[src/mts_pkg.sv]
// ----------------------------------------------------------------------------
// mts_pkg: shared types and constants of the minimum tracking stack
// Opcodes, status codes, field widths and the shift control of the cell rows.
// ----------------------------------------------------------------------------
package mts_pkg;

  localparam int unsigned DATA_W   = 32;
  localparam int unsigned OCC_W    = 7;
  localparam int unsigned OP_W     = 2;
  localparam int unsigned STATUS_W = 2;
  localparam int unsigned OUT_W    = 3 * DATA_W + OCC_W + 1 + STATUS_W;
  localparam int unsigned OUT_PAD  = ((OUT_W + 7) / 8) * 8;

  typedef enum logic [OP_W-1:0] {
    OP_PUSH    = 2'd0,
    OP_POP     = 2'd1,
    OP_OBSERVE = 2'd2
  } op_e;

  typedef enum logic [STATUS_W-1:0] {
    ST_OK        = 2'd0,
    ST_POP_EMPTY = 2'd1,
    ST_PUSH_FULL = 2'd2
  } status_e;

  // Shift command for a row of cells: push moves every entry one place deeper,
  // pop moves every entry one place toward the top.
  typedef struct packed {
    logic push;
    logic pop;
  } shift_ctrl_t;

endpackage

[src/mts_cell.sv]
// ----------------------------------------------------------------------------
// mts_cell: one stack entry
// Holds one value and takes the value of its upper or lower neighbor on a shift.
// ----------------------------------------------------------------------------
module mts_cell (
  input  logic                       clk_i,
  input  mts_pkg::shift_ctrl_t       ctrl_i,
  input  logic [mts_pkg::DATA_W-1:0] up_i,
  input  logic [mts_pkg::DATA_W-1:0] down_i,
  output logic [mts_pkg::DATA_W-1:0] data_o
);
  import mts_pkg::*;

  logic [DATA_W-1:0] data_q;

  always_ff @(posedge clk_i) begin
    if (ctrl_i.push) begin
      data_q <= up_i;
    end else if (ctrl_i.pop) begin
      data_q <= down_i;
    end
  end

  assign data_o = data_q;

endmodule

[src/mts_chain.sv]
// ----------------------------------------------------------------------------
// mts_chain: row of stack cells
// Cell 0 is the top of the stack; all cells shift together on a push or pop.
// ----------------------------------------------------------------------------
module mts_chain #(
  parameter int unsigned DEPTH = 64
) (
  input  logic                       clk_i,
  input  mts_pkg::shift_ctrl_t       ctrl_i,
  input  logic [mts_pkg::DATA_W-1:0] push_data_i,
  output logic [mts_pkg::DATA_W-1:0] top_o,
  output logic [mts_pkg::DATA_W-1:0] next_o
);
  import mts_pkg::*;

  logic [DATA_W-1:0] cell_data [DEPTH];

  for (genvar i = 0; i < DEPTH; i++) begin : g_cell
    logic [DATA_W-1:0] up_val;
    logic [DATA_W-1:0] down_val;

    if (i == 0) begin : g_first
      assign up_val = push_data_i;
    end else begin : g_inner
      assign up_val = cell_data[i-1];
    end

    // The bottom cell only empties on a pop; what it takes then is never read.
    if (i == DEPTH - 1) begin : g_last
      assign down_val = '0;
    end else begin : g_upper
      assign down_val = cell_data[i+1];
    end

    mts_cell u_cell (
      .clk_i  (clk_i),
      .ctrl_i (ctrl_i),
      .up_i   (up_val),
      .down_i (down_val),
      .data_o (cell_data[i])
    );
  end

  assign top_o  = cell_data[0];
  assign next_o = cell_data[1];

endmodule

[config.mk]
export PLATFORM = sky130hd
export DESIGN_NAME = mts_chain
export DESIGN_NICKNAME = d
export VERILOG_FILES = /design/src/mts_pkg.sv /design/src/mts_cell.sv /design/src/mts_chain.sv
export SDC_FILE = /design/constraint.sdc
export NUM_CORES = 2
export LEC_CHECK = 0
export ABC_AREA = 1
export BUFFER_PORTS_ARGS = -buffer_cell sky130_fd_sc_hd__buf_2
export CORE_AREA = 2 2 392 394
export DETAILED_ROUTE_END_ITERATION = 7
export DIE_AREA = 0 0 394 396
export PLACE_DENSITY = 0.74
export SLEW_MARGIN = 20
export SYNTH_ARGS = -nofsm -noshare
export SYNTH_HDL_FRONTEND = slang
export SYNTH_SLANG_ARGS = --single-unit
[constraint.sdc]
create_clock -name clk_i -period 64.6 [get_ports clk_i]
set_input_delay 9.69 -clock clk_i [delete_from_list [all_inputs] [get_ports clk_i]]
set_output_delay 9.69 -clock clk_i [all_outputs]
set_load 0.05 [all_outputs]
== Word-level counts from Yosys, hierarchy flattened ==
Cells that the tools add are included.
Operators by class
  mux-type cells: 128
  reduce and logical (&&, ||, !) cells: 1
Operator list (count)
  $mux 32: 128
  $reduce_bool 2->1: 1
Word-level totals
  bits in registers: 2048
  input port bits: 35
  logic and storage cells: 193

== Depth between registers and ports, before layout ==
  depth in word-level cells: 2
  depth in mapped cells: 7
  mapped depth without buffers: 3

== Hierarchy ==
Synthesis repeated with hierarchy kept, for this count alone.
Second synthesis, totals
  cell total of the unflattened synthesis: 8769
  area, all modules: 89689.8 um2
By module, submodules not included
  mts_cell: times used 64, cells each 137, area an instance 1401.3 um2, seq. area each 960.9 um2
  mts_chain: times used 1, cells each 1, area an instance 3.8 um2, seq. area each 0.0 um2

== Least setup slack after synthesis ==
No wires, ideal clock.
  kind: input-to-reg
  start: input ctrl_i[1] (netlist name)
  end: register g_cell[0].u_cell.data_q[0] (enable)
  arrival time: 34.196 ns
  data required time: 62.997 ns
  setup slack: 28.801 ns
  cell stages on the path: 4
  cells stage by stage: buf_4 buf_4 buf_4 or2_2
Between the ends
  word-level cells in the longest chain between the ends: 1
RTL lines
  start, declared: RTL line mts_chain.sv:9  | input mts_pkg::shift_ctrl_t ctrl_i,
  $reduce_bool 2->1 (no line)
  end signal, assigned: RTL line mts_cell.sv:18  | data_q <= up_i;
  end signal, assigned: RTL line mts_cell.sv:20  | data_q <= down_i;
  end, declared: RTL line mts_cell.sv:14  | logic [DATA_W-1:0] data_q;
No other way between the ends.
A chain may end at the register's enable or synchronous reset.

== Final worst setup path ==
  start: input ctrl_i[1] (netlist name)
  end: register g_cell[30].u_cell.data_q[22] (enable)
Between the ends
  word-level cells in the longest chain between the ends: 1
RTL lines (RTL line)
  $reduce_bool 2->1 (no line)
  end signal, assigned: mts_cell.sv:18
  end signal, assigned: mts_cell.sv:20
  end, declared: mts_cell.sv:14
No other way between the ends.

==> reports/metrics.cfg <==
[setup_path]
arrival_ns = 15.16
cp_max_fo = 193
path_class = in -> reg
crit_path_end_kind = flip-flop
critPathLaunchType = primary input
worstPathRequired_ns = 65.03

[timing]
slew_viol_final = 182
max_freq_ghz = 0.06788
hold_violations = 0
rsz0062_at_grt = no
timing.hold.ws_ns = 0.4877
slew_headroom_pct = -13.12
skew_ns = 0.05412
fin_ws_ns = 49.87
tns_ns = 0
setup_viol = 0
timing.final.crit_share_pct = 22.80
tightestPinTransition_ns = 1.697
min_period_ns = 14.73

[place]
dp_slack_ns = 48.85
place_inst = 10340
port_buffers = 98
hpwl_um = 77040
gp_congestion = 0.7437

[clock_tree]
ctsResizeCount = 0
htree_num_levels = 4
cts_made_buffers = 202
cts_buffer_depth = 3
cts_hold_buf = 0
insertion_delay_ns = 0.81
clk_pin_slew_worst_paths_ns = 0.06
cts_tree = built
cts.sinks = 2048
clockRootBuffer = clkbuf_16
post_cts_buffers = 0

[layout]
diodes = 0
layout_common_cells = 6080 x nand2_1, 2048 x edfxtp_1, 202 x clkbuf_16
nNetsFinal = 8554
drive_gt1_share_pct = 5.007
syn_to_final_growth_pct = 7.871
instances_no_fill = 10720
largest_register_ffs = 2048
final_common_cell = nand2_1
finish.utilization_pct = 62.34

[run_status]
status = finished, violations left
violations = slew limit

[global_routing]
grt_max_degree = 309
track_usage_pct = 18.20
grt_pass1_wl_um = 246500
antenna_found_initial = 0
grt_pass1_vias = 52480
grt_overflow = 0

[synth]
netlist-cell-type-count = 9
synth_seq_area_share_pct = 70.22
netlist_area_um2 = 87580
netlist_instances = 8613
syn_avg_cell_area_um2 = 10.17
ys_ff_latch = 2048
ys_warn_count = 0
synth_fp_nets = 8648

[worst_hold_path]
hold_class = reg -> reg

[die]
rows = 143
die_h_um = 396
initial_core_util_pct = 57.79
fp.dieArea_um2 = 156000
io_pins = 99
core_area_um2 = 151500
fp.dieW_um = 394

[drt]
antenna_left = 0
num_vias = 54960
firstDrtPassIters = 7
route.detailed.drc = 0
routedWlPerCell_um = 13.39
drt_iter0_markers = 5306
avgViaCountPerCell = 5.127
wl_um = 143500

[power]
static-leakage-power_uw = 0.04317
power_density_nw_per_um2 = 33.89
max-vdd-ir-drop_mv = 0.02785

[job]
maxCapViolCount = 0

where the power goes:
group / total (µW) / switching [µW] / internal [µW]
clock network: 1140 / 507 / 628
logic: 265 / 178 / 86.7
registers: 1800 / 99.6 / 1700
cell usage after synthesis:
cell type	n	area, µm²
buf_4	7	52.55
edfxtp_1	2048	61500
clkbuf_1	33	123.9
nand2_1	6080	22820
inv_1	32	120.1
buf_2	269	1346
inv_4	1	6.260
or2_2	1	6.260
buf_6	142	1599
layout make-up:
| type | count | area (µm²) |
|---|---|---|
| Fill cell | 11960 | 57080 |
| Inverter | 33 | 140.1 |
| Tap cell | 2030 | 2540 |
| Clock inverter | 126 | 1184 |
| Clock buffer | 247 | 5224 |
| Sequential cell | 2048 | 61500 |
| Timing Repair Buffer | 153 | 1051 |
| Multi-Input combinational cell | 6081 | 22830 |
path summary, 6_finish.rpt:
kind,startpoint,endpoint,slack [ns],depth (start not counted)
hold reg to reg,g_cell[29].u_cell.data_o[30],g_cell[28].u_cell.data_o[30],0.49,2
setup / recovery,ctrl_i[1],g_cell[30].u_cell.data_o[22],49.87,7
hold / removal,g_cell[29].u_cell.data_o[30],g_cell[28].u_cell.data_o[30],0.49,2
setup reg to reg,g_cell[2].u_cell.data_o[30],g_cell[1].u_cell.data_o[30],63.70,2
through the flow:
step	total power (µW)	cell area, µm²
finish	3202	94470
floorplan	2080	87580
global route	3350	94470
global placement	2077	88000
CTS	3237	94400
detailed placement	2094	88000
kinds of logic (layout without fill, tap and decap cells):
group / Yosys count / after routing / synth area share (%)
DFF: 2048 / 2048 / 70.22
and+or+nand+nor: 6081 / 6081 / 26.07
buffers and inverters: 484 / 559 / 3.709
metal layers:
layer | track usage (%) | share of wire [%] | vias to the layer above | wire (µm)
met5 | 0 | 0 | - | 0
met2 | 29.06 | 48 | 947 | 68530
li1 | - | - | 27490 | -
met1 | 26.52 | 47 | 26340 | 66980
met3 | 2.930 | 4.0 | 186 | 5712
met4 | 4.153 | 1.6 | 0 | 2246
worst max-delay path: stages:
cell    delay [ns]
buf_12        0.49
or2_4         0.58
buf_12        0.67
buf_4         0.86
buf_12        0.73
buf_4         0.69
buf_4         0.90
Note: power is estimated with default switching activity, not from simulation.
